**src/rtl/hrkm_pkg.sv**
```systemverilog
// Shared types, constants and the scancode map for the HID report to key matrix block.
// No dependencies.
package hrkm_pkg;

  localparam int KEY_SLOTS_DEF = 6;
  localparam int KEY_SLOTS_MAX = 6;
  localparam int ROWS          = 8;
  localparam int ROW_W         = 8;
  localparam int ROW_SEL_W     = 3;
  localparam int MATRIX_W      = ROWS * ROW_W;
  localparam int CODE_W        = 8;
  localparam int ENTRY_W       = ROW_SEL_W + ROW_W;
  localparam int IN_DATA_W     = CODE_W * (1 + KEY_SLOTS_MAX);
  localparam int OUT_DATA_W    = MATRIX_W + 8;

  // control-key byte bits
  localparam logic [7:0] CF_VVOD   = 8'h01;
  localparam logic [7:0] CF_SBROS  = 8'h02;
  localparam logic [7:0] CF_OSD    = 8'h04;
  localparam logic [7:0] CF_PAUSE  = 8'h08;
  localparam logic [7:0] CF_SHIFT  = 8'h20;
  localparam logic [7:0] CF_CTRL   = 8'h40;
  localparam logic [7:0] CF_RUSLAT = 8'h80;

  // modifier byte masks
  localparam logic [7:0] MOD_CTRL  = 8'h11;
  localparam logic [7:0] MOD_SHIFT = 8'h22;
  localparam logic [7:0] MOD_LGUI  = 8'h08;
  localparam logic [7:0] MOD_RALT  = 8'h40;

  // scancodes that set control bits instead of matrix bits; SC_RALT sets a matrix bit
  localparam logic [7:0] SC_F6     = 8'h3F;
  localparam logic [7:0] SC_F11    = 8'h44;
  localparam logic [7:0] SC_F12    = 8'h45;
  localparam logic [7:0] SC_SCROLL = 8'h47;
  localparam logic [7:0] SC_PAUSE  = 8'h48;
  localparam logic [7:0] SC_RALT   = 8'hE6;

  typedef struct packed {
    logic [MATRIX_W-1:0] rows;
    logic [7:0]          ctl;
  } lane_res_t;

  // entry: row in [10:8], bit mask in [7:0]; zero means unmapped
  function automatic logic [ENTRY_W-1:0] scan_lookup(input logic [CODE_W-1:0] code);
    logic [ENTRY_W-1:0] e;
    case (code)
      8'h2C: e = 11'h780;  8'h35: e = 11'h740;  8'h30: e = 11'h720;  8'h31: e = 11'h710;
      8'h2F: e = 11'h708;  8'h1D: e = 11'h704;  8'h1C: e = 11'h702;  8'h1B: e = 11'h701;
      8'h1A: e = 11'h680;  8'h19: e = 11'h640;  8'h18: e = 11'h620;  8'h17: e = 11'h610;
      8'h16: e = 11'h608;  8'h15: e = 11'h604;  8'h14: e = 11'h602;  8'h13: e = 11'h601;
      8'h12: e = 11'h580;  8'h11: e = 11'h540;  8'h10: e = 11'h520;  8'h0F: e = 11'h510;
      8'h0E: e = 11'h508;  8'h0D: e = 11'h504;  8'h0C: e = 11'h502;  8'h0B: e = 11'h501;
      8'h0A: e = 11'h480;  8'h09: e = 11'h440;  8'h08: e = 11'h420;  8'h07: e = 11'h410;
      8'h06: e = 11'h408;  8'h05: e = 11'h404;  8'h04: e = 11'h402;  8'h2D: e = 11'h401;
      8'h38: e = 11'h380;  8'h37: e = 11'h340;  8'h2E: e = 11'h320;  8'h36: e = 11'h310;
      8'h33: e = 11'h308;  8'h34: e = 11'h304;  8'h26: e = 11'h302;  8'h25: e = 11'h301;
      8'h24: e = 11'h280;  8'h23: e = 11'h240;  8'h22: e = 11'h220;  8'h21: e = 11'h210;
      8'h20: e = 11'h208;  8'h1F: e = 11'h204;  8'h1E: e = 11'h202;  8'h27: e = 11'h201;
      8'h3E: e = 11'h180;  8'h3D: e = 11'h140;  8'h3C: e = 11'h120;  8'h3B: e = 11'h110;
      8'h3A: e = 11'h108;  8'h29: e = 11'h104;  8'h4D: e = 11'h102;  8'h4A: e = 11'h101;
      8'h51: e = 11'h080;  8'h4F: e = 11'h040;  8'h52: e = 11'h020;  8'h50: e = 11'h010;
      8'h2A: e = 11'h008;  8'h28: e = 11'h004;  8'hE6: e = 11'h002;  8'h2B: e = 11'h001;
      default: e = '0;
    endcase
    return e;
  endfunction

  // spread a map entry into its place in the 64-bit matrix
  function automatic logic [MATRIX_W-1:0] entry_to_matrix(input logic [ENTRY_W-1:0] e);
    logic [MATRIX_W-1:0] m;
    m = '0;
    m[e[ENTRY_W-1:ROW_W]*ROW_W +: ROW_W] = e[ROW_W-1:0];
    return m;
  endfunction

endpackage

```
**src/rtl/hrkm_lane.sv**
```systemverilog
// One decode lane: turns a single scancode into matrix bits and control bits.
// Depends on hrkm_pkg.
module hrkm_lane
  import hrkm_pkg::*;
(
  input  logic [CODE_W-1:0] code,
  output lane_res_t         res
);

  always_comb begin
    res.rows = '0;
    res.ctl  = '0;
    case (code)
      SC_F6:     res.ctl = CF_RUSLAT;
      SC_F11:    res.ctl = CF_VVOD;
      SC_F12:    res.ctl = CF_SBROS;
      SC_SCROLL: res.ctl = CF_OSD;
      SC_PAUSE:  res.ctl = CF_PAUSE;
      default:   res.rows = entry_to_matrix(scan_lookup(code));
    endcase
  end

endmodule

```
**config.mk**
```make
export PLATFORM = sky130hd
export DESIGN_NAME = hrkm_lane
export DESIGN_NICKNAME = d
export VERILOG_FILES = /design/src/rtl/hrkm_pkg.sv /design/src/rtl/hrkm_lane.sv
export SDC_FILE = /design/constraint.sdc
export NUM_CORES = 1
export LEC_CHECK = 0
export BUFFER_PORTS_ARGS = -buffer_cell sky130_fd_sc_hd__buf_2
export CORE_MARGIN = 5
export CORE_UTILIZATION = 40
export DETAILED_ROUTE_END_ITERATION = 6
export PLACE_DENSITY = 0.71
export SLEW_MARGIN = 0
export SYNTH_ARGS = -nofsm -noshare
export SYNTH_HDL_FRONTEND = slang
export SYNTH_SLANG_ARGS = --single-unit
```
**constraint.sdc**
```tcl
create_clock -name vclk -period 4.5
set_input_delay 0.45 -clock vclk [all_inputs]
set_output_delay 0.45 -clock vclk [all_outputs]
set_load 0.03 [all_outputs]
```
==> impl_summary.txt, run 1 <==
----------------------------------------------------
[Critical path]
  Data arrival time of the worst path ... 3720 ps
  Start-to-end type of the worst setup path ... in -> out
  Crit path required time ... 4050 ps
  CP startpoint kind ... input port
  Max FO, Critical Path ... 8
  Worst setup EP type ... output port

[Placed design]
  Post-Place Worst Slack ... 370.2 ps
  Post-DP HPWL ... 4570 um
  Last weighted congestion value of the routability-driven placer ... 0.9731
  Quantity of I/O buffers inserted on ports ... 77

[Worst hold path]
  Path class of the lowest-slack min-delay path ... in -> out
  Start point of the worst hold path ... code[7]
  Hold endpoint ... res[9]
  Hold-critical path depth ... 4

[Logic synthesis]
  Number of cells produced by synthesis ... 245
  Area of the mapped netlist ... 1623 um2
  Sequential cell area fraction in the yosys report ... 0
  Avg Cell Area, Syn ... 6.624 um2
  Distinct cells, synth ... 62
  Syn. warnings ... 0

[Floorplanning]
  Number of ports placed on the die boundary ... 80
  Width of the die ... 73.70 um
  Height of the die ... 73.70 um
  Initial cell density of the core ... 0.4086
  Placement Rows ... 23
  Area enclosed by the die boundary ... 5431 um2
  Placeable core region ... 3971 um2

[Route]
  Number of design rule violations left after detail routing ... 0
  Post-detailed-route wirelength per cell ... 16.56 um
  DR vias/cell ... 6.126
  Count of TritonRoute iterations in the first routing pass ... 5
  Detailed Route Iter0 Violations ... 209
  Overall via count from detail_route ... 2187
  Total routed wirelength ... 5912 um
  Final antenna-violating net count ... 0

[Global routing]
  Vias in the first global route ... 1909
  Total global-route track usage ... 0.1997
  GR Overflow Total ... 0
  Maximum number of pins on one net before global-route repair ... 31
  Global-route wire length before repair ... 9045 um
  Initial antenna violation count ... 0

[STA]
  Number of endpoints failing setup at the final stage ... 0
  Highest attainable clock frequency ... 240.1 MHz
  Period Utilization, post-route ... 0.9256
  Final number of max-transition violations ... 0
  Slew HR ... 0.4388
  Shortest clock period the worst path allows after layout ... 4165 ps
  Pin slew with the least headroom to its limit ... 833.0 ps
  Number of hold-slack violations in the final timing report ... 0
  Unrepaired setup endpoints after global routing ... false
  Total negative slack ... 0 ps
  Final worst-path setup slack ... 334.6 ps

[Finish]
  Most common cell after layout, fill and taps aside ... buf_2
  ANT cells ... 0
  Multi-input gate area in the final layout ... 1426 um2
  Fraction of layout cells with a size suffix above 1 ... 0.3355
  Final nets ... 327
  Clock buffer count in the final layout ... 0
  Commonest cells after routing, fill and taps aside ... 77 x buf_2, 56 x nor3_1, 14 x nand2_1
  Filler cell count ... 423
  Relative area change from synthesis to final layout ... 23.36%
  Count of flip-flops and latches ... 0
  FF+latch area ... 0 um2

[Clock tree]
  Number of hold buffers added after CTS ... 0
  Number of buffers inserted by post-CTS setup repair ... 0
  Number of gates resized after CTS ... 0

[Outcome]
  Outcome ... completed

[Pwr]
  Maximum resistive drop on vdd ... 0.05915 mV
  Leak ... 0.0009576 uW
  Power per Cell Area ... 80.05 nW/um2

[Run]
  Maximum capacitance violations ... 0

----------------------------------------------------
==> synth_stat cells, types with 4 or more instances <==
master,n,area [um2]
nor3_1,56,280.3
nand2_1,14,52.55
buf_2,12,60.06
ha_1,10,125.1
inv_1,10,37.54
o21ai_0,10,50.05
nor2_1,8,30.03
a21oi_1,6,30.03
and2_1,6,37.54
clkbuf_1,6,22.52
nand2b_1,6,37.54
a31oi_1,5,31.28
nor2b_1,5,31.28
and3_1,4,25.02
nand3_1,4,20.02
o2111ai_2,4,60.06
o211a_1,4,40.04
==> worst max path at each step <==
stage | startpoint | depth (start not counted) | to
detailed placement | code[0] | 14 | res[11]
global placement | code[0] | 14 | res[10]
CTS | code[0] | 14 | res[11]
floorplan | code[1] | 14 | res[40]
global route | code[0] | 14 | res[10]
finish | code[0] | 14 | res[11]
==> layout make-up <==
class	count	area share
multi-input combinational	208	0.7125
timing repair buffer	89	0.2375
tap	50	0.03125
inverter	10	0.01875
==> worst max-delay path: stages <==
cell       delay, ps
buf_2            160
inv_1            100
ha_1             240
nand3_1           90
o21ai_0           90
a211oi_1         570
nand2_1          170
ha_1             230
ha_1             320
inv_1            120
o2111ai_2        160
a2111oi_4        540
and4_1           270
buf_2            200
==> kinds of logic (layout without fill, tap and decap cells) <==
| logic type | count (synthesis) | after routing | synth area share |
|---|---|---|---|
| buffers and inverters | 39 | 99 | 0.1280 |
| adder cells (fa/ha/maj) | 10 | 10 | 0.07710 |
| AND/OR/NAND/NOR | 134 | 134 | 0.4688 |
| AO/OA/AOI/OAI | 57 | 57 | 0.2999 |
| multiplexers | 3 | 3 | 0.01850 |
| XOR/XNOR | 1 | 1 | 0.005398 |
| other | 1 | 3 | 0.002311 |
==> per-layer routing <==
layer	vias up	share of wire	track usage
met1	1020	0.45	0.2899
met2	106	0.45	0.3150
met4	0	0.016	0.04225
met3	10	0.079	0.02052
li1	1051	-	-
met5	-	0	0
==> report_power, final <==
part           total [uW]  leakage (uW)  switching (uW)  internal, uW
clock network           0             0               0             0
logic                 160      0.000958             108          52.2
registers               0             0               0             0
total                 160      0.000958             108          52.2
==> through the flow <==
stage	total power, uW	instance area, um2	cells	util	hold WS, ps
final	160.2	2002	357	0.5041	1503
after global routing	173.1	2002	357	0.5041	1531
after CTS	156.2	2002	357	0.5041	1494
after detailed placement	155.8	2002	357	0.5041	1493
after global placement	154.2	2002	357	0.5041	1483
after floorplan	120.2	1630	247	-	1229
Power figures use the tool's default switching activity.
==> inputs of run 2 (changes only) <==
==> constraint.sdc (replaced) <==
create_clock -name vclk -period 4.5
set_input_delay 1.125 -clock vclk [all_inputs]
set_output_delay 1.125 -clock vclk [all_outputs]
set_load 0.03 [all_outputs]
==> run 2 against run 1 <==
The run now ends with DRC, setup timing left. Sequential share of layout area is the same. Clock-buffer cell count is the same. Hold slack gained 1100 ps. Non-clock buffer count grew 75. Highest routed layer unchanged. Critical path depth shrank 2. Total power grew 120%. Die area is the same. Fmax shrank 18%.
==> impl_summary.txt, run 2 (synthesis results as in run 1) <==
----------------------------------------------------
[Finish]
  FF+latch area ... 0 um2 (unchanged)
  Final Instance Area ... 3812 um2 (was 2002 um2)
  Commonest cells after routing, fill and taps aside ... 97 x buf_4, 51 x buf_6, 31 x nor3_4 (was 77 x buf_2, 56 x nor3_1, 14 x nand2_1)
  Fraction of layout cells with a size suffix above 1 ... 0.6963 (was 0.3355)
  Relative area change from synthesis to final layout ... 134.9% (was 23.36%)
  Multi-input gate area in the final layout ... 2200 um2 (was 1426 um2)
  Filler cell count ... 86 (was 423)
  Utilization of the core after routing ... 0.9600 (was 0.5041)
  Count of flip-flops and latches ... 0 (unchanged)
  Final nets ... 402 (was 327)
  Count of non-filler cells in the finished layout ... 433 (was 357)
  Most common cell after layout, fill and taps aside ... buf_4 (was buf_2)
  Clock buffer count in the final layout ... 0 (unchanged)

[STA]
  Number of hold-slack violations in the final timing report ... 0 (unchanged)
  Total negative slack ... -17260 ps (was 0 ps)
  Slew HR ... 0.3822 (was 0.4388)
  Highest attainable clock frequency ... 196.6 MHz (was 240.1 MHz)
  Shortest clock period the worst path allows after layout ... 5088 ps (was 4165 ps)
  Final number of max-transition violations ... 0 (unchanged)
  Pin slew with the least headroom to its limit ... 918.2 ps (was 833.0 ps)
  Final worst-path setup slack ... -587.5 ps (was 334.6 ps)
  Unrepaired setup endpoints after global routing ... true (was false)
  Period Utilization, post-route ... 1.131 (was 0.9256)
  Number of endpoints failing setup at the final stage ... 64 (was 0)

[Route]
  Total routed wirelength ... 13790 um (was 5912 um)
  Detailed Route Iter0 Violations ... 703 (was 209)
  Overall via count from detail_route ... 3246 (was 2187)
  Final antenna-violating net count ... 0 (unchanged)
  Number of design rule violations left after detail routing ... 166 (was 0)
  DR vias/cell ... 7.497 (was 6.126)
  Post-detailed-route wirelength per cell ... 31.85 um (was 16.56 um)
  Count of TritonRoute iterations in the first routing pass ... 7 (was 5)

[Critical path]
  Max FO, Critical Path ... 10 (was 8)
  Start-to-end type of the worst setup path ... in -> out (unchanged)
  Crit path required time ... 3380 ps (was 4050 ps)
  Worst setup EP type ... output port (unchanged)
  CP startpoint kind ... input port (unchanged)
  Data arrival time of the worst path ... 3960 ps (was 3720 ps)

[Placed design]
  Quantity of I/O buffers inserted on ports ... 77 (unchanged)
  Post-Place Cell Area ... 3027 um2 (was 2002 um2)
  Post-DP HPWL ... 6082 um (was 4570 um)
  Cell count after placement ... 424 (was 357)
  Last weighted congestion value of the routability-driven placer ... 0.9689 (was 0.9731)

[Global routing]
  Total global-route track usage ... 0.3206 (was 0.1997)
  GR Overflow Total ... 0 (unchanged)
  Maximum number of pins on one net before global-route repair ... 41 (was 31)
  Initial antenna violation count ... 2 (was 0)
  Vias in the first global route ... 2525 (was 1909)
  Global-route wire length before repair ... 13730 um (was 9045 um)

[Pwr]
  Power per Cell Area ... 94.42 nW/um2 (was 80.05 nW/um2)
  Maximum resistive drop on vdd ... 0.1391 mV (was 0.05915 mV)
  Leak ... 0.001662 uW (was 0.0009576 uW)

[Floorplanning]
  Placement Rows ... 23 (unchanged)
  Height of the die ... 73.70 um (unchanged)
  Number of ports placed on the die boundary ... 80 (unchanged)
  Area enclosed by the die boundary ... 5431 um2 (unchanged)
  Width of the die ... 73.70 um (unchanged)
  Placeable core region ... 3971 um2 (unchanged)
  Initial cell density of the core ... 0.4086 (unchanged)

[Run]
  Maximum capacitance violations ... 0 (unchanged)

[Outcome]
  Outcome ... complete, but fails checks (was completed)
  Failing checks ... DRC, setup timing

[Clock tree]
  Number of hold buffers added after CTS ... 0 (unchanged)

[Worst hold path]
  Path class of the lowest-slack min-delay path ... in -> out (unchanged)

----------------------------------------------------
==> run 2: cell types whose count changed in the layout (fill, tap and decap cells not counted), moves of 19 or more <==
cell,delta
buf_2,-69
nor3_4,+31
buf_4,+85
nor3_1,-50
nor3_2,+19
buf_6,+51
==> run 2: layer usage <==
| metal | up-vias | track usage | part of all wire | routed length, um |
|---|---|---|---|---|
| li1 | 1208 | - | - | - |
| met5 | - | 0 | 0 | 0 |
| met4 | 0 | 0.09054 | 0.11 | 1527 |
| met3 | 164 | 0.02189 | 0.14 | 1966 |
| met1 | 1478 | 0.4332 | 0.31 | 4225 |
| met2 | 396 | 0.5433 | 0.44 | 6071 |
==> run 2: report_power, final <==
part | total [uW] | switching [uW] | internal, uW | leakage [uW]
clock | 0.0000269 | 0 | 0.0000269 | 0.00000000826
combinational | 360 | 221 | 139 | 0.00166
sequential | 0 | 0 | 0 | 0
total | 360 | 221 | 139 | 0.00166
==> run 2: worst paths after layout <==
path | cells after the start | startpoint | end
max | 12 | code[3] | res[29]
min | 3 | code[2] | res[3]
==> run 2: critical path, stage by stage <==
cell and delay (ps):
buf_4 130, buf_4 200, nor2b_1 290, nand3b_1 210
a21oi_2 260, a21oi_4 70, ha_4 190, ha_4 310
o2111ai_4 130, or3_4 550, nor3_4 310, buf_6 190
==> run 2: repair_timing <==
| item | 4_1_cts | 5_1_grt |
|---|---|---|
| setup buffers | 8 | 4 |
| pin swaps | 27 | 17 |
| endpoints found under the setup margin | 64 | 64 |
| gates resized for setup | 116 | 92 |
==> run 2: final cells by class <==
type,instances,share of cell area
multi-input cells,208,0.5770
diodes,1,0.0006564
repair buffers,164,0.3902
inverters,10,0.01575
well taps,50,0.01641
==> run 2: stage by stage <==
stage | total power, uW | worst slack, ps | hold slack [ps]
4_1_cts | 290.7 | -161.9 | 2589
3_3_place_gp | 256.5 | -469.9 | 2686
5_1_grt | 366.8 | -727.9 | 2635
3_5_place_dp | 261.1 | -530.5 | 2678
2_1_floorplan | 163.3 | -465.2 | 2530
6_report | 360.0 | -587.5 | 2631
