File: config.mk
export PLATFORM = sky130hd
export DESIGN_NAME = hrkm_merge
export DESIGN_NICKNAME = d
export VERILOG_FILES = /design/src/rtl/hrkm_pkg.sv /design/src/rtl/hrkm_merge.sv
export SDC_FILE = /design/constraint.sdc
export NUM_CORES = 1
export LEC_CHECK = 0
export ABC_AREA = 1
export BUFFER_PORTS_ARGS = -buffer_cell sky130_fd_sc_hd__buf_2
export CORE_AREA = 4 4 201 203
export CTS_BUF_LIST = sky130_fd_sc_hd__clkbuf_16
export DETAILED_ROUTE_END_ITERATION = 6
export DIE_AREA = 0 0 205 207
export GPL_ROUTABILITY_DRIVEN = 0
export SLEW_MARGIN = 20
export SYNTH_ARGS = -nofsm -noshare
export SYNTH_HDL_FRONTEND = slang
export SYNTH_SLANG_ARGS = --single-unit
File: constraint.sdc
create_clock -name clk -period 0.8 [get_ports clk]
set_clock_uncertainty 0.1 [all_clocks]
set_input_delay 0.16 -clock clk [delete_from_list [all_inputs] [get_ports clk]]
set_output_delay 0.16 -clock clk [all_outputs]
set_load 0.01 [all_outputs]
File: src/rtl/hrkm_pkg.sv
// Shared types, constants and the scancode map for the HID report to key matrix block.
// No dependencies.
package hrkm_pkg;

  localparam int KEY_SLOTS_DEF = 6;
  localparam int KEY_SLOTS_MAX = 6;
  localparam int ROWS          = 8;
  localparam int ROW_W         = 8;
  localparam int ROW_SEL_W     = 3;
  localparam int MATRIX_W      = ROWS * ROW_W;
  localparam int CODE_W        = 8;
  localparam int ENTRY_W       = ROW_SEL_W + ROW_W;
  localparam int IN_DATA_W     = CODE_W * (1 + KEY_SLOTS_MAX);
  localparam int OUT_DATA_W    = MATRIX_W + 8;

  // control-key byte bits
  localparam logic [7:0] CF_VVOD   = 8'h01;
  localparam logic [7:0] CF_SBROS  = 8'h02;
  localparam logic [7:0] CF_OSD    = 8'h04;
  localparam logic [7:0] CF_PAUSE  = 8'h08;
  localparam logic [7:0] CF_SHIFT  = 8'h20;
  localparam logic [7:0] CF_CTRL   = 8'h40;
  localparam logic [7:0] CF_RUSLAT = 8'h80;

  // modifier byte masks
  localparam logic [7:0] MOD_CTRL  = 8'h11;
  localparam logic [7:0] MOD_SHIFT = 8'h22;
  localparam logic [7:0] MOD_LGUI  = 8'h08;
  localparam logic [7:0] MOD_RALT  = 8'h40;

  // scancodes that set control bits instead of matrix bits; SC_RALT sets a matrix bit
  localparam logic [7:0] SC_F6     = 8'h3F;
  localparam logic [7:0] SC_F11    = 8'h44;
  localparam logic [7:0] SC_F12    = 8'h45;
  localparam logic [7:0] SC_SCROLL = 8'h47;
  localparam logic [7:0] SC_PAUSE  = 8'h48;
  localparam logic [7:0] SC_RALT   = 8'hE6;

  typedef struct packed {
    logic [MATRIX_W-1:0] rows;
    logic [7:0]          ctl;
  } lane_res_t;

  // entry: row in [10:8], bit mask in [7:0]; zero means unmapped
  function automatic logic [ENTRY_W-1:0] scan_lookup(input logic [CODE_W-1:0] code);
    logic [ENTRY_W-1:0] e;
    case (code)
      8'h2C: e = 11'h780;  8'h35: e = 11'h740;  8'h30: e = 11'h720;  8'h31: e = 11'h710;
      8'h2F: e = 11'h708;  8'h1D: e = 11'h704;  8'h1C: e = 11'h702;  8'h1B: e = 11'h701;
      8'h1A: e = 11'h680;  8'h19: e = 11'h640;  8'h18: e = 11'h620;  8'h17: e = 11'h610;
      8'h16: e = 11'h608;  8'h15: e = 11'h604;  8'h14: e = 11'h602;  8'h13: e = 11'h601;
      8'h12: e = 11'h580;  8'h11: e = 11'h540;  8'h10: e = 11'h520;  8'h0F: e = 11'h510;
      8'h0E: e = 11'h508;  8'h0D: e = 11'h504;  8'h0C: e = 11'h502;  8'h0B: e = 11'h501;
      8'h0A: e = 11'h480;  8'h09: e = 11'h440;  8'h08: e = 11'h420;  8'h07: e = 11'h410;
      8'h06: e = 11'h408;  8'h05: e = 11'h404;  8'h04: e = 11'h402;  8'h2D: e = 11'h401;
      8'h38: e = 11'h380;  8'h37: e = 11'h340;  8'h2E: e = 11'h320;  8'h36: e = 11'h310;
      8'h33: e = 11'h308;  8'h34: e = 11'h304;  8'h26: e = 11'h302;  8'h25: e = 11'h301;
      8'h24: e = 11'h280;  8'h23: e = 11'h240;  8'h22: e = 11'h220;  8'h21: e = 11'h210;
      8'h20: e = 11'h208;  8'h1F: e = 11'h204;  8'h1E: e = 11'h202;  8'h27: e = 11'h201;
      8'h3E: e = 11'h180;  8'h3D: e = 11'h140;  8'h3C: e = 11'h120;  8'h3B: e = 11'h110;
      8'h3A: e = 11'h108;  8'h29: e = 11'h104;  8'h4D: e = 11'h102;  8'h4A: e = 11'h101;
      8'h51: e = 11'h080;  8'h4F: e = 11'h040;  8'h52: e = 11'h020;  8'h50: e = 11'h010;
      8'h2A: e = 11'h008;  8'h28: e = 11'h004;  8'hE6: e = 11'h002;  8'h2B: e = 11'h001;
      default: e = '0;
    endcase
    return e;
  endfunction

  // spread a map entry into its place in the 64-bit matrix
  function automatic logic [MATRIX_W-1:0] entry_to_matrix(input logic [ENTRY_W-1:0] e);
    logic [MATRIX_W-1:0] m;
    m = '0;
    m[e[ENTRY_W-1:ROW_W]*ROW_W +: ROW_W] = e[ROW_W-1:0];
    return m;
  endfunction

endpackage

File: src/rtl/hrkm_merge.sv
// Merge stage: ORs lane results with the modifier bits and holds the result register.
// Depends on hrkm_pkg.
module hrkm_merge
  import hrkm_pkg::*;
#(
  parameter int KEY_SLOTS = KEY_SLOTS_DEF
) (
  input  logic                       clk,
  input  logic                       rst,
  input  logic                       load,
  input  logic [7:0]                 modifiers,
  input  lane_res_t [KEY_SLOTS-1:0]  lanes,
  input  logic                       take,
  output logic                       valid,
  output logic [OUT_DATA_W-1:0]      result
);

  logic [MATRIX_W-1:0] rows_next;
  logic [7:0]          ctl_next;

  always_comb begin
    rows_next = '0;
    ctl_next  = '0;
    if ((modifiers & MOD_CTRL) != '0)  ctl_next = ctl_next | CF_CTRL;
    if ((modifiers & MOD_SHIFT) != '0) ctl_next = ctl_next | CF_SHIFT;
    if ((modifiers & MOD_LGUI) != '0)  ctl_next = ctl_next | CF_RUSLAT;
    // right Alt acts as the PS key
    if ((modifiers & MOD_RALT) != '0)  rows_next = entry_to_matrix(scan_lookup(SC_RALT));
    for (int i = 0; i < KEY_SLOTS; i++) begin
      rows_next = rows_next | lanes[i].rows;
      ctl_next  = ctl_next | lanes[i].ctl;
    end
  end

  always_ff @(posedge clk) begin
    if (rst) begin
      valid <= 1'b0;
    end else if (load) begin
      valid <= 1'b1;
    end else if (take) begin
      valid <= 1'b0;
    end
  end

  always_ff @(posedge clk) begin
    if (load) begin
      result <= {ctl_next, rows_next};
    end
  end

endmodule

==> impl_metrics.env, run 1 <==
export IMPL_synthArstFlopShare_pct=0
export IMPL_status="complete, but fails checks"
export IMPL_timing_rr_start="valid$_SDFFE_PP0P_"
export IMPL_grt_setup_unrepaired="yes"
export IMPL_cp_required_ns=0.54
export IMPL_synthCells=397
export IMPL_worst_slack_ns=-0.413
export IMPL_chipWidth_um=205
export IMPL_busiest_layer="met2"
export IMPL_crit_type="reg -> out"
export IMPL_holdWs_ns=-0.0337
export IMPL_drt_iter0_drc=216
export IMPL_violations="negative hold slack, negative setup slack"
export IMPL_drcViolationCount=0
export IMPL_viasPerCell=3.33
export IMPL_hold_viol=51
export IMPL_die_height_um=207
export IMPL_finalCritPeriodShare_pct=152
export IMPL_cts_buffers=9
export IMPL_core_um2=38500
export IMPL_grt_pass1_wl_um=26000
export IMPL_grt_antenna_before_repair=0
export IMPL_tightest_slew_ns=0.233
export IMPL_crit_slowest_cell="edfxtp_1"
export IMPL_row_count=72
export IMPL_root_buffer="clkbuf_16"
export IMPL_met1_usage_pct=8.18
export IMPL_cp_top_family="flip-flops"
export IMPL_grt_pass1_vias=4913
export IMPL_period_minus_slack_ns=1.21
export IMPL_gr_usage_all_layers_pct=8.29
export IMPL_ir_drop_uv=975
export IMPL_cts_htree_levels=3
export IMPL_grt_max_degree=34
export IMPL_p_leak_nw=3.56
export IMPL_setup_viol=73
export IMPL_syn_nets=841
export IMPL_vias=4820
export IMPL_finalSetupTns_ns=-23.96
export IMPL_cts_tree="built"
export IMPL_use_met2_pct=15.0
export IMPL_fmax_mhz=825
export IMPL_synthMostInstantiatedCell="nor2_1"
export IMPL_crit_path_start_kind="flip-flop"
export IMPL_clkTransAtPathRegs_ns=0.06
export IMPL_slew_headroom_pct=84.4
export IMPL_clk_latency_ns=0.35
export IMPL_yosysWarnings=0
export IMPL_io_buffers=514
export IMPL_cp_arrival_ns=0.95
export IMPL_synth_area_leaders="edfxtp_1 62%, nor2_1 23%, nand3_1 9.7%, inv_1 2.8%, nand2_1 1.8%"
export IMPL_postCtsHoldBufs=2
export IMPL_crit_fanout=1
export IMPL_syn_area_um2=3500
export IMPL_min_from="lanes[19]"
export IMPL_power_density_nw_per_um2=1460
export IMPL_syn2layout_area_growth_pct=104
export IMPL_power_w=0.0105
export IMPL_dr_pass1_iters=4
export IMPL_clk_path_buf_depth=2
export IMPL_crit_path_start="result[24]$_DFFE_PP_"
export IMPL_synth_top_cell_area_share_pct=61.8
export IMPL_critical_path_buf_inv_count=1
export IMPL_crit_path_end_kind="primary output"
export IMPL_io_pins=517
export IMPL_post_cts_buffers=0
export IMPL_die_area_um2=42400
export IMPL_diodes=0
export IMPL_drive_above_1_share_pct=57.0
export IMPL_yosys_most_used_dff="edfxtp_1"
export IMPL_synth_edf_count=72
export IMPL_crit_chain="buf_6"
export IMPL_synth_common_cells="210 x nor2_1, 72 x edfxtp_1, 68 x nand3_1"
export IMPL_place_hpwl_um=16600
export IMPL_cts_sinks=73
export IMPL_nets=1370
export IMPL_grt_ovfl_total=0
export IMPL_synth_ff_latch_count=73
export IMPL_hp_class="in -> reg"
export IMPL_final_max_slew_viol_count=0
export IMPL_maxCapViolations=0
export IMPL_wl_per_cell_um=13.1
export IMPL_synth_cell_types=8
export IMPL_yosysTopAreaCell="edfxtp_1"
export IMPL_avgSynthCellArea_um2=8.81
export IMPL_met3_usage_pct=3.69
export IMPL_start_util_pct=9.09
export IMPL_ant_nets=0
export IMPL_ys_seq_area_share_pct=62.4
export IMPL_finalWirelength_um=19000
export IMPL_critical_path_max_stage_delay_ns=0.44
-- state kept, by name, summed over array words and instances, names as in the netlist --
| name | cells |
|---|---|
| result | 72 |
| valid | 1 |
-- cell families after synthesis --
| logic type | synth area share [%] |
|---|---|
| buffers and inverters | 2.79 |
| AO/OA/AOI/OAI | 0.143 |
| AND/OR/NAND/NOR | 34.7 |
| flip-flops | 62.4 |
-- placed cells by master, fill, tap and decap left out, types with 2 or more instances in the layout --
cell             n
clkinv_2         2
buf_2          499
clkbuf_16        9
buf_6           13
buf_12           2
dlygate4sd3_1    2
nor3_2           2
inv_1           29
nand2_1         17
edfxtp_1        72
buf_4            2
nor2_1         210
nand3_1         68
-- path summary, 6_finish.rpt --
path | end | slack, ns | cells past startpoint
setup reg to reg | valid$_SDFFE_PP0P_ | 0.13 | 2
hold reg to reg | valid$_SDFFE_PP0P_ | 0.36 | 2
setup / recovery | result[24] | -0.41 | 1
hold / removal | result[11]$_DFFE_PP_ | -0.03 | 3
-- report_power, final --
part | switching, W | internal [W]
Combinational | 0.000885 | 0.00111
Sequential | 0.0000718 | 0.00441
Clock | 0.00163 | 0.00236
-- stage by stage --
step                      worst slack [ns]  util (%)  instances  area [µm²]
after floorplan                     0.0837         -        397        3500
after global placement              -0.161      17.6       1432        6770
after detailed placement            -0.167      17.6       1432        6770
after CTS                           -0.464      18.6       1450        7140
after global routing                -0.459      18.6       1449        7150
final                               -0.413      18.6       1449        7150
-- worst register-to-register path, cell delays in order, from the launching register on --
cell	delay (ns)
dfxtp_2	0.33
nand2_1	0.05
a21oi_1	0.12
-- cell type report --
cell class	instances	area, µm²
clock buffer	9	225
clock inverter	7	55.1
fill	4298	31300
inverter	26	97.6
multi-input combinational	298	1220
sequential	73	2180
tap	518	648
timing repair buffer	518	2720
-- what timing repair did --
| item | 4_1_cts | 5_1_grt |
|---|---|---|
| setup endpoints to repair | 73 | 74 |
| cloned | 0 | 0 |
| gates resized for setup | 23 | 1 |
| pin swaps | 0 | 1 |
| hold endpoints to repair | 69 | 64 |
-- metal layers --
layer | routed length, µm | share of wire, % | vias to the layer above
met2 | 9510 | 50 | 343
met1 | 6420 | 34 | 2084
met4 | 512 | 2.7 | 0
li1 | - | - | 2370
met3 | 2560 | 13 | 23
met5 | 0 | 0 | -
No activity file was read; power rests on OpenSTA's default activity.
==> run 2: changes to the inputs <==
==> constraint.sdc (replaced) <==
create_clock -name clk -period 0.8 [get_ports clk]
set_clock_uncertainty 0.1 [all_clocks]
set_input_delay 0.12 -clock clk [delete_from_list [all_inputs] [get_ports clk]]
set_output_delay 0.12 -clock clk [all_outputs]
set_load 0.01 [all_outputs]
==> impl_metrics.env, run 2 (synthesis gave the netlist of run 1 again) <==
export IMPL_drcViolationCount=0
export IMPL_critical_path_max_stage_delay_ns=0.42
export IMPL_largest_reg_flops=72
export IMPL_finalCritPeriodShare_pct=145
export IMPL_power_w=0.0115
export IMPL_tightest_slew_ns=0.249
export IMPL_hp_class="in -> reg"
export IMPL_clkTransAtPathRegs_ns=0.06
export IMPL_holdWs_ns=-0.0799
export IMPL_die_area_um2=42400
export IMPL_gr_usage_all_layers_pct=8.39
export IMPL_vias=4817
export IMPL_layout_common_cells="495 x buf_2, 210 x nor2_1, 72 x edfxtp_1"
export IMPL_largest_register="result"
export IMPL_clk_latency_ns=0.35
export IMPL_grt_ovfl_total=0
export IMPL_status="complete, but fails checks"
export IMPL_power_density_nw_per_um2=1580
export IMPL_crit_path_start_kind="flip-flop"
export IMPL_critical_path_buf_inv_count=1
export IMPL_start_util_pct=9.09
export IMPL_final_max_slew_viol_count=0
export IMPL_cts_tree="built"
export IMPL_worst_slack_ns=-0.361
export IMPL_slew_headroom_pct=83.4
export IMPL_postCtsHoldBufs=2
export IMPL_cts_buffers=9
export IMPL_crit_fanout=1
export IMPL_viasPerCell=3.32
export IMPL_io_buffers=514
export IMPL_crit_path_end_kind="primary output"
export IMPL_io_pins=517
export IMPL_die_height_um=207
export IMPL_chipWidth_um=205
export IMPL_wl_per_cell_um=13.1
export IMPL_cp_arrival_ns=0.94
export IMPL_cp_top_family="flip-flops"
export IMPL_ir_drop_uv=862
export IMPL_final_common_cell="buf_2"
export IMPL_violations="negative hold slack, negative setup slack"
export IMPL_finalSetupTns_ns=-21.34
export IMPL_grt_antenna_before_repair=0
export IMPL_row_count=72
export IMPL_cts_sinks=73
export IMPL_dr_pass1_iters=4
export IMPL_cts_htree_levels=3
export IMPL_core_um2=38500
export IMPL_crit_slowest_cell="edfxtp_1"
export IMPL_crit_chain="buf_6"
export IMPL_reg_top3="result: 72 flops, valid: 1 flops"
export IMPL_p_leak_nw=3.60
export IMPL_cp_required_ns=0.58
export IMPL_fmax_mhz=861
export IMPL_clk_path_buf_depth=2
export IMPL_grt_setup_unrepaired="yes"
export IMPL_hold_viol=71
export IMPL_finalWirelength_um=19000
export IMPL_maxCapViolations=0
export IMPL_fillers=4285
export IMPL_place_ws_ns=-0.128
export IMPL_drt_iter0_drc=217
export IMPL_dpl_cell_area_um2=6770
export IMPL_root_buffer="clkbuf_16"
export IMPL_syn2layout_area_growth_pct=108
export IMPL_grt_pass1_wl_um=26100
export IMPL_place_hpwl_um=16700
export IMPL_finalInstanceArea_um2=7260
export IMPL_post_cts_buffers=0
export IMPL_grt_max_degree=34
export IMPL_nets=1371
export IMPL_ant_nets=0
export IMPL_drive_above_1_share_pct=57.3
export IMPL_setup_viol=73
export IMPL_grt_pass1_vias=5043
export IMPL_period_minus_slack_ns=1.16
export IMPL_crit_type="reg -> out"
==> run 2: changes by cell type in the layout (fill, tap and decap cells not counted) <==
cell and delta:
buf_6 +5, clkinv_2 -1, bufinv_16 +3, buf_2 -4, inv_1 -3, diode_2 +1
clkinv_1 +1
==> run 2: cell type report <==
| class | instances | area, µm² | area share, % |
|---|---|---|---|
| sequential | 73 | 2180 | 30.1 |
| timing repair buffer | 519 | 2760 | 37.9 |
| multi-input combinational | 298 | 1220 | 16.8 |
| inverter | 26 | 97.6 | 1.34 |
| antenna | 1 | 2.50 | 0.0345 |
| tap | 518 | 648 | 8.92 |
| clock buffer | 9 | 225 | 3.10 |
| clock inverter | 7 | 133 | 1.83 |
==> run 2: metal layers <==
layer	track usage, %	share of wire (%)	routed length [µm]	up-vias
li1	-	-	-	2373
met1	8.05	33	6350	2073
met2	15.4	50	9540	348
met3	3.72	14	2570	23
met4	3.70	2.9	549	0
met5	0	0	0	-
==> run 2: metrics by stage <==
stage	hold WS [ns]	instances	util [%]
finish	-0.0799	1451	18.9
global route	-0.108	1450	18.9
CTS	-0.119	1450	18.8
detailed placement	0.177	1432	17.6
global placement	0.176	1432	17.6
floorplan	0.0891	397	-
==> run 2: power by group <==
part	internal (W)	switching (W)	total (W)	leakage [nW]
Combinational	0.00113	0.000884	0.00201	2.69
Clock	0.00333	0.00167	0.00500	0.174
Sequential	0.00441	0.0000753	0.00449	0.734
==> run 2: timing repair <==
| item | in CTS | in global routing |
|---|---|---|
| resized for setup | 25 | 7 |
| endpoints found under the setup margin | 73 | 73 |
| hold endpoints to repair | 73 | 72 |
==> run 2: final timing paths <==
check	startpoint	to	slack [ns]	depth (start not counted)
hold / removal	lanes[54]	result[46]$_DFFE_PP_	-0.08	3
setup reg to reg	valid$_SDFFE_PP0P_	valid$_SDFFE_PP0P_	0.14	2
setup / recovery	result[24]$_DFFE_PP_	result[24]	-0.36	1
hold reg to reg	valid$_SDFFE_PP0P_	valid$_SDFFE_PP0P_	0.37	2
